[src/sv/bba_pkg.sv]
`timescale 1ns / 1ps
// ----------------------------------------------------------------------------
// bba_pkg
// Shared constants, codes and types of the bitmap block allocator.
// ----------------------------------------------------------------------------
package bba_pkg;

   localparam int MAX_BLOCKS   = 4096;
   localparam int WORD_W       = 64;
   localparam int WORD_COUNT   = (MAX_BLOCKS + WORD_W - 1) / WORD_W;
   localparam int WA_W         = (WORD_COUNT > 1) ? $clog2(WORD_COUNT) : 1;
   localparam int OFS_W        = $clog2(WORD_W);
   localparam int IDX_W        = WA_W + OFS_W;
   localparam int LIM_W        = IDX_W + 1;
   localparam int CNT_W        = 13;
   localparam int CMP_W        = (LIM_W > CNT_W) ? LIM_W : CNT_W;
   localparam int BLK_W        = 32;
   localparam int CSR_IDX_W    = 1;

   localparam logic [BLK_W-1:0] FDB_RESET    = 32'd1;
   localparam logic [CNT_W-1:0] BLOCKS_RESET = 13'd4096;

   localparam logic REQ_ALLOC = 1'b0;
   localparam logic REQ_FREE  = 1'b1;

   typedef logic [WA_W-1:0]   word_addr_type;
   typedef logic [WORD_W-1:0] word_type;

   typedef enum logic [CSR_IDX_W-1:0] {
      CSR_FIRST_DATA_BLOCK = 1'b0,
      CSR_BLOCKS_IN_USE    = 1'b1
   } csr_index_type;

   typedef enum logic [2:0] {
      STATUS_OK           = 3'd0,
      STATUS_NO_SPACE     = 3'd1,
      STATUS_BLOCK_ZERO   = 3'd2,
      STATUS_RESERVED     = 3'd3,
      STATUS_OUT_OF_RANGE = 3'd4,
      STATUS_DOUBLE_FREE  = 3'd5
   } status_type;

   typedef enum logic [2:0] {
      ST_IDLE,
      ST_SCAN,
      ST_ALLOC_FIN,
      ST_FREE_CHK,
      ST_FREE_RNG,
      ST_FREE_BIT,
      ST_DONE
   } state_type;

   typedef struct packed {
      logic          rd_en;
      word_addr_type rd_addr;
      logic          wr_en;
      word_addr_type wr_addr;
      word_type      wr_data;
   } ram_req_type;

endpackage

[src/sv/bba_zero_find.sv]
`timescale 1ns / 1ps
// ----------------------------------------------------------------------------
// bba_zero_find
// Lowest clear bit of one bitmap word among the bits enabled by a mask.
// ----------------------------------------------------------------------------
module bba_zero_find
   import bba_pkg::*;
(
   input  word_type         word,
   input  word_type         mask,
   output logic             found,
   output logic [OFS_W-1:0] offset,
   output word_type         onehot
);

   word_type free_bits;

   always_comb begin
      free_bits = ~word & mask;
      // isolate lowest set bit
      onehot    = free_bits & (~free_bits + word_type'(1));
      found     = |free_bits;
      offset    = '0;
      for (int i = 0; i < WORD_W; i++) begin
         if (onehot[i]) begin
            offset = offset | OFS_W'(i);
         end
      end
   end

endmodule

[config.mk]
export PLATFORM = sky130hd
export DESIGN_NAME = bba_zero_find
export DESIGN_NICKNAME = d
export VERILOG_FILES = /design/src/sv/bba_pkg.sv /design/src/sv/bba_zero_find.sv
export SDC_FILE = /design/constraint.sdc
export NUM_CORES = 1
export LEC_CHECK = 0
export ABC_AREA = 0
export BUFFER_PORTS_ARGS = -buffer_cell sky130_fd_sc_hd__buf_2
export CORE_ASPECT_RATIO = 0.7
export CORE_MARGIN = 2
export CORE_UTILIZATION = 39
export DETAILED_ROUTE_END_ITERATION = 10
export PLACE_DENSITY = 0.93
export REMOVE_ABC_BUFFERS = 1
export SETUP_SLACK_MARGIN = 0.2
export SLEW_MARGIN = 20
export SYNTH_ARGS = -nofsm -noshare
export SYNTH_HDL_FRONTEND = slang
export SYNTH_SLANG_ARGS = --single-unit
[constraint.sdc]
create_clock -name vclk -period 3.3
set_input_delay 0.33 -clock vclk [all_inputs]
set_output_delay 0.33 -clock vclk [all_outputs]
set_load 0.01 [all_outputs]
==> results.tsv <==
stage	metric	value	unit
timing	worst_pin_slew	736	ps
pwr	power_leakage	1.75	nW
timing	fmax	329	MHz
timing	hold_viol	0	
pwr	combPwrFrac	100.0	%
timing	fin_crit_sh	92.2	%
floorplan	initial_core_util	39.8	%
floorplan	die_w	90.9	microns
pwr	p_seq_share	0	%
logic_synthesis	ys_warn_count	0	
logic_synthesis	synth_cell_type_count	61	
finish	layout_common_cells	buf_2 (199), nor2_1 (44), nor2b_1 (32)	
worst_hold_path	whs_endpoint	found	
pwr	switching_power	0.167	mW
routing	vias_per_cell	5.68	
place	place_ws	-6.04	ps
critical_path	critPathRequiredTime	2970	ps
timing	setup_tns	0	ps
logic_synthesis	ys_seq_area_share	0	%
routing	drtIter0Drc	410	
critical_path	crit_arrival	2710	ps
finish	final_common_cell	buf_2	
global_routing	grt_max_degree	20	
finish	nets	656	
finish	area_growth	58.7	%
pwr	ir_worst_vdd	44.0	uV
routing	firstDrtPassIters	5	
timing	rsz0062_at_grt	false	
place	gp_congestion	0.993	
global_routing	track_usage	30.4	%
routing	drc	0	
critical_path	critical_path_class	in2out	
routing	wl	9.84	mm
timing	finalCriticalPeriod	3040	ps
worst_hold_path	hp-start	mask[62]	
pwr	pwr-share-clk	0	%
routing	m1WireLength	3.98	mm
finish	n_antenna_cell	0	
job	maxCapViolations	0	
logic_synthesis	syn-instance-count	326	
status	status	completed	
timing	relSlewSlack	50.5	%
pwr	swShare	53.3	%
logic_synthesis	syn_area	2060	sq um
place	port_buffers	199	
routing	drt.antenna.violating_nets	0	
finish	finalNonFillerCells	598	
floorplan	io_pins	199	
timing	setup_violations	0	
global_routing	first_global_vias	3084	
floorplan	dieHeight	64.8	microns
clock_network	ctsHoldBuffers	0	
routing	dr.max_layer_used	met4	
timing	drv_slew	0	
floorplan	dieArea	5890	sq um
worst_hold_path	min_path_type	in2out	
global_routing	grt_overflow_total	0	
critical_path	path_max_fanout	6	
global_routing	grt_pass1_wl	14.7	mm
critical_path	cp-end-kind	output pin	
timing	fin_ws	258	ps
routing	wl_per_cell	16.5	microns
worst_hold_path	hold_depth	4	
finish	final_util	63.2	%
pwr	power_density	95.9	nW/um^2
finish	nClkBuffers	0	
finish	regArea	0	sq um
place	hpwl	8.43	mm
pwr	p_int	0.147	mW
finish	nFlopsAndLatches	0	
floorplan	core-area	5170	sq um
pwr	power	0.314	mW
global_routing	antenna_found_initial	0	
routing	met2_length	4.57	mm
logic_synthesis	synth_area_per_cell	6.33	sq um
routing	vias	3399	
floorplan	num_rows	22	
critical_path	start_kind	primary input	
routing	dr_wl_met3	1.03	mm
finish	drive_above_1_share	49.2	%
place	placedCellCount	594	
[worst max-delay path by stage]
stage | start | end | slack, ps | cells past startpoint
after floorplan | word[22] | offset[3] | 590 | 8
after global placement | mask[48] | offset[4] | 170 | 9
after detailed placement | mask[28] | offset[2] | -6 | 9
after CTS | word[20] | offset[3] | 220 | 10
after global routing | mask[38] | offset[2] | 220 | 9
final | word[7] | offset[4] | 260 | 10
[kinds of logic after synthesis]
family	Yosys count	share of synthesized area, %
AO/OA/AOI/OAI	27	8.56
buffers and inverters	17	3.64
AND/OR/NAND/NOR	282	87.8
[critical path, cell delays in order]
cell and delay, ps:
buf_2 90, nand2b_1 190, and3_4 240, and4_4 210, nand2_4 100, nor3_2 50
or4_1 470, or3_1 350, or4_1 520, buf_2 160
[Yosys cell counts (5+ instances only)]
library cell | n | area [sq um]
nor3_1 | 29 | 145
nor2b_1 | 36 | 225
a21oi_1 | 8 | 40.0
nand2b_1 | 26 | 163
or4_1 | 6 | 45.0
nand2_1 | 26 | 97.6
nand3_1 | 11 | 55.1
and4_1 | 6 | 52.6
nor4b_1 | 8 | 70.1
nor4_1 | 16 | 100
nand2b_2 | 5 | 43.8
nor2_1 | 44 | 165
nand2b_4 | 8 | 110
nand4_1 | 9 | 56.3
o21ai_0 | 5 | 25.0
inv_1 | 11 | 41.3
or3_1 | 8 | 50.1
[power by group through the flow]
stage / clock (mW) / sequential [mW] / combinational (mW)
2_1_floorplan: 0 / 0 / 0.160
6_report: 0 / 0 / 0.314
5_1_grt: 0 / 0 / 0.341
3_5_place_dp: 0 / 0 / 0.288
4_1_cts: 0 / 0 / 0.292
3_3_place_gp: 0 / 0 / 0.279
[metrics by stage]
step	hold slack, ps	cell area [sq um]
final	987	3270
after floorplan	766	2030
after detailed placement	989	3140
after global placement	986	3140
after global routing	1030	3270
after CTS	990	3160
[area by class of cell]
class              instances  area, sq um
fillers                  507         1900
inverters                 11         41.3
multi-input cells        309         2090
well taps                 72         90.1
repair buffers           206         1050
[per-layer routing]
layer,vias up,global-route usage [%]
met4,0,5.87
met2,257,54.4
met5,-,0
met1,1501,39.6
li1,1603,-
met3,38,4.07
[timing repair]
| action | in CTS | in global routing |
|---|---|---|
| buffers inserted | 0 | 4 |
| setup endpoints to repair | 10 | 10 |
| resized for setup | 4 | 15 |
| pin swaps | 0 | 1 |
Power figures use the tool's default switching activity.
