==> src/sv/bba_pkg.sv <==
`timescale 1ns / 1ps
// ----------------------------------------------------------------------------
// bba_pkg
// Shared constants, codes and types of the bitmap block allocator.
// ----------------------------------------------------------------------------
package bba_pkg;

   localparam int MAX_BLOCKS   = 4096;
   localparam int WORD_W       = 64;
   localparam int WORD_COUNT   = (MAX_BLOCKS + WORD_W - 1) / WORD_W;
   localparam int WA_W         = (WORD_COUNT > 1) ? $clog2(WORD_COUNT) : 1;
   localparam int OFS_W        = $clog2(WORD_W);
   localparam int IDX_W        = WA_W + OFS_W;
   localparam int LIM_W        = IDX_W + 1;
   localparam int CNT_W        = 13;
   localparam int CMP_W        = (LIM_W > CNT_W) ? LIM_W : CNT_W;
   localparam int BLK_W        = 32;
   localparam int CSR_IDX_W    = 1;

   localparam logic [BLK_W-1:0] FDB_RESET    = 32'd1;
   localparam logic [CNT_W-1:0] BLOCKS_RESET = 13'd4096;

   localparam logic REQ_ALLOC = 1'b0;
   localparam logic REQ_FREE  = 1'b1;

   typedef logic [WA_W-1:0]   word_addr_type;
   typedef logic [WORD_W-1:0] word_type;

   typedef enum logic [CSR_IDX_W-1:0] {
      CSR_FIRST_DATA_BLOCK = 1'b0,
      CSR_BLOCKS_IN_USE    = 1'b1
   } csr_index_type;

   typedef enum logic [2:0] {
      STATUS_OK           = 3'd0,
      STATUS_NO_SPACE     = 3'd1,
      STATUS_BLOCK_ZERO   = 3'd2,
      STATUS_RESERVED     = 3'd3,
      STATUS_OUT_OF_RANGE = 3'd4,
      STATUS_DOUBLE_FREE  = 3'd5
   } status_type;

   typedef enum logic [2:0] {
      ST_IDLE,
      ST_SCAN,
      ST_ALLOC_FIN,
      ST_FREE_CHK,
      ST_FREE_RNG,
      ST_FREE_BIT,
      ST_DONE
   } state_type;

   typedef struct packed {
      logic          rd_en;
      word_addr_type rd_addr;
      logic          wr_en;
      word_addr_type wr_addr;
      word_type      wr_data;
   } ram_req_type;

endpackage

==> src/sv/bba_bitmap_ram.sv <==
`timescale 1ns / 1ps
// ----------------------------------------------------------------------------
// bba_bitmap_ram
// Bitmap word store: one write and one read port, registered read data.
// Rows not yet written since reset read as all zero (every block free).
// ----------------------------------------------------------------------------
module bba_bitmap_ram
   import bba_pkg::*;
(
   input  logic        clock,
   input  logic        reset,
   input  ram_req_type ram_req,
   output word_type    rd_data
);

   word_type                mem [WORD_COUNT];
   logic [WORD_COUNT-1:0]   row_vld_ff;
   word_type                rd_word_ff;
   logic                    rd_vld_ff;

   always_ff @(posedge clock) begin
      if (ram_req.wr_en) begin
         mem[ram_req.wr_addr] <= ram_req.wr_data;
      end
      if (ram_req.rd_en) begin
         rd_word_ff <= mem[ram_req.rd_addr];
      end
   end

   always_ff @(posedge clock) begin
      if (reset) begin
         row_vld_ff <= '0;
         rd_vld_ff  <= 1'b0;
      end else begin
         if (ram_req.wr_en) begin
            row_vld_ff[ram_req.wr_addr] <= 1'b1;
         end
         if (ram_req.rd_en) begin
            rd_vld_ff <= row_vld_ff[ram_req.rd_addr];
         end
      end
   end

   assign rd_data = rd_vld_ff ? rd_word_ff : '0;

endmodule

==> config.mk <==
export PLATFORM = sky130hd
export DESIGN_NAME = bba_bitmap_ram
export DESIGN_NICKNAME = d
export VERILOG_FILES = /design/src/sv/bba_pkg.sv /design/src/sv/bba_bitmap_ram.sv
export SDC_FILE = /design/constraint.sdc
export NUM_CORES = 2
export LEC_CHECK = 0
export BUFFER_PORTS_ARGS = -buffer_cell sky130_fd_sc_hd__buf_2
export CAP_MARGIN = 20
export CORE_MARGIN = 10
export CORE_UTILIZATION = 50
export CTS_CLUSTER_SIZE = 16
export DETAILED_ROUTE_END_ITERATION = 7
export PLACE_DENSITY = 0.65
export SYNTH_ARGS = -nofsm -noshare
export SYNTH_HDL_FRONTEND = slang
export SYNTH_SLANG_ARGS = --single-unit
==> constraint.sdc <==
create_clock -name clock -period 8.2 [get_ports clock]
set_input_delay 1.23 -clock clock [delete_from_list [all_inputs] [get_ports clock]]
set_output_delay 1.23 -clock clock [all_outputs]
set_load 0.03 [all_outputs]
==> results.json <==
{
  "status": "finished clean",
  "fin_tns_setup_ns": 0,
  "cts_resized": 0,
  "setup_viol": 0,
  "grt_max_degree": 154,
  "cts_made_buffers": 425,
  "clk_latency_ns": 0.97,
  "cp_num_buf_inv": 2,
  "clockRootBuffer": "clkbuf_16",
  "avgRoutedWirePerCell_um": 38.00,
  "layout.nets": 6866,
  "final_cell_area_um2": 180400,
  "core_um2": 318100,
  "nFillCells": 22644,
  "drv_slew": 0,
  "io_pins": 144,
  "drive_gt1_frac": 0.3185,
  "globalplace.congestion": 0.7623,
  "maxSlewHeadroom": 0.2136,
  "die_y_um": 585.1,
  "worst_slew_pin_slew_ns": 1.180,
  "start_kind": "flip-flop",
  "num_vias": 75222,
  "die_w_um": 585.1,
  "syn_inst": 6380,
  "drv_cap": 0,
  "cts_hold_buffers": 0,
  "min_path_type": "flip-flop to flip-flop",
  "drtIter0Drc": 11241,
  "dieArea_um2": 342300,
  "synth_cell_types": 32,
  "cts_setup_buffers": 0,
  "ant_nets": 0,
  "critPathRequiredTime_ns": 6.97,
  "slowest_delay_ns": 0.86,
  "ys_warn_count": 0,
  "syn_area_per_cell_um2": 25.03,
  "syn_nets": 6460,
  "power.density_nw_per_um2": 248.9,
  "htreeDepth": 5,
  "fin_crit_sh": 0.5199,
  "grt_setup_unrepaired": "false",
  "slowest_stage": "buf_4",
  "hpwl_um": 207600,
  "final_common_cell": "edfxtp_1",
  "period_minus_slack_ns": 4.263,
  "worstPathCellList": "buf_4, and2_1, buf_2",
  "fmax_mhz": 234.6,
  "vias_per_cell": 6.628,
  "netlist_top_cells_area": "edfxtp_1 78%, mux4_2 18%, dfxtp_1 0.81%, a22oi_1 0.61%, nor2_1 0.44%",
  "crit_type": "flip-flop to output pin",
  "critical_path.top_delay_family": "buffers and inverters",
  "area_growth_pct": 13.00,
  "path_clk_slew_ns": 0.06,
  "end_kind": "output pin",
  "netlist_area_um2": 159700,
  "synth_area_leader_cell": "edfxtp_1",
  "peakVddDrop_mv": 0.2144,
  "regArea_um2": 126200,
  "start_util": 0.5020,
  "grt_util_all_layers": 0.2506,
  "port_buffers": 143,
  "dr.pass1.iters": 6,
  "overflow": 0,
  "clock_sinks": 4225,
  "multiInputGateArea_um2": 32400,
  "wirelength_um": 431300,
  "grt_pass1_wl_um": 600600,
  "final_cell_mix": "4,160 x edfxtp_1, 1,290 x mux4_2, 433 x clkbuf_16, 138 x buf_2, 130 x a22oi_1",
  "cts_tree": "yes",
  "synth.top_cell.area_share": 0.7824,
  "grt_pass1_vias": 75270,
  "drc": 0,
  "finClkSkew_ns": 0.05189,
  "cp_max_fo": 63,
  "rows": 207,
  "synth-seq-cells": 4225,
  "placed_area_um2": 166600,
  "p_leak_uw": 0.05579,
  "timing_hold_violations_final": 0,
  "critPathArrivalTime_ns": 3.03,
  "seq_area_frac_synth": 0.7905,
  "grt_antenna_before_repair": 39,
  "cts_buffer_depth": 4
}
state kept, by name, summed over array words and instances, names as in the netlist:
| register | cells |
|---|---|
| mem | 4096 |
| rd_word_ff | 64 |
| row_vld_ff | 64 |
| rd_vld_ff | 1 |
through the flow:
| step | hold WS [ns] | worst slack, ns | util | cells | power [µW] |
|---|---|---|---|---|---|
| floorplan | 0.4323 | 1.526 | - | 6380 | 25580 |
| global placement | 0.4416 | 3.371 | 0.5238 | 10532 | 26340 |
| detailed placement | 0.4507 | 3.365 | 0.5239 | 10533 | 26390 |
| CTS | 0.4643 | 3.928 | 0.5666 | 11307 | 45150 |
| global route | 0.4867 | 3.926 | 0.5672 | 11340 | 46140 |
| finish | 0.4646 | 3.937 | 0.5673 | 11349 | 44910 |
where the power goes:
group          switching, µW  internal [µW]  total (µW)
combinational           1140            794        1930
sequential              76.6          23900       24000
clock                   8100          10900       19000
synthesized netlist by cell type (all sizes together):
| cell | count |
|---|---|
| nand2b | 9 |
| mux4 | 1290 |
| o2bb2ai | 1 |
| mux2 | 5 |
| o21ai | 1 |
| a31oi | 1 |
| a22oi | 130 |
| a2111oi | 3 |
| or3 | 1 |
| o22ai | 2 |
| nand3 | 10 |
| nor4 | 2 |
| nand3b | 1 |
| nand2 | 73 |
| nor2 | 186 |
| edfxtp | 4160 |
| buf | 170 |
| mux2i | 2 |
| clkbuf | 170 |
| o21ba | 4 |
| nand4 | 2 |
| a21oi | 1 |
| and2 | 66 |
| nor3 | 4 |
| a311oi | 2 |
| o41ai | 1 |
| nor2b | 15 |
| dfxtp | 65 |
| a211oi | 3 |
cells by family (layout without fill, tap and decap cells):
group	count (synthesis)	in the layout	synth area share
AND/OR/NAND/NOR	369	369	0.01030
buffers and inverters	340	1093	0.009701
AO/OA/AOI/OAI	149	149	0.007068
flip-flops	4225	4225	0.7905
other	0	36	0
multiplexers	1297	1297	0.1824
worst min-delay path: cells and delay by family (launching register included):
family,cells,cell delay (ns)
flip-flops,1,0.32
AND/OR/NAND/NOR,2,0.11
per-layer routing:
metal / up-vias / routed length, µm / GRT usage
li1: 28614 / - / -
met4: 14 / 14140 / 0.07489
met1: 41330 / 160700 / 0.3519
met5: - / 102 / 0
met2: 4509 / 210900 / 0.4053
met3: 755 / 45430 / 0.04855
final cells by class:
cell class	count	share of cell area
flip-flops and latches	4225	0.6996
multi-input cells	1815	0.1796
clock buffers	513	0.06172
well taps	4180	0.02899
repair buffers	319	0.01605
clock inverters	261	0.01361
diodes	36	0.0004993
path summary, 6_finish.rpt:
| kind | from | to | slack, ns | cells after the start |
|---|---|---|---|---|
| min | row_vld_ff[18] | row_vld_ff[18] | 0.46 | 2 |
| min reg2reg | row_vld_ff[18] | row_vld_ff[18] | 0.46 | 2 |
| max | rd_vld_ff | rd_data[46] | 3.94 | 3 |
| max reg2reg | mem[55][22] | rd_word_ff[22] | 5.89 | 4 |
Power figures use the tool's default switching activity.
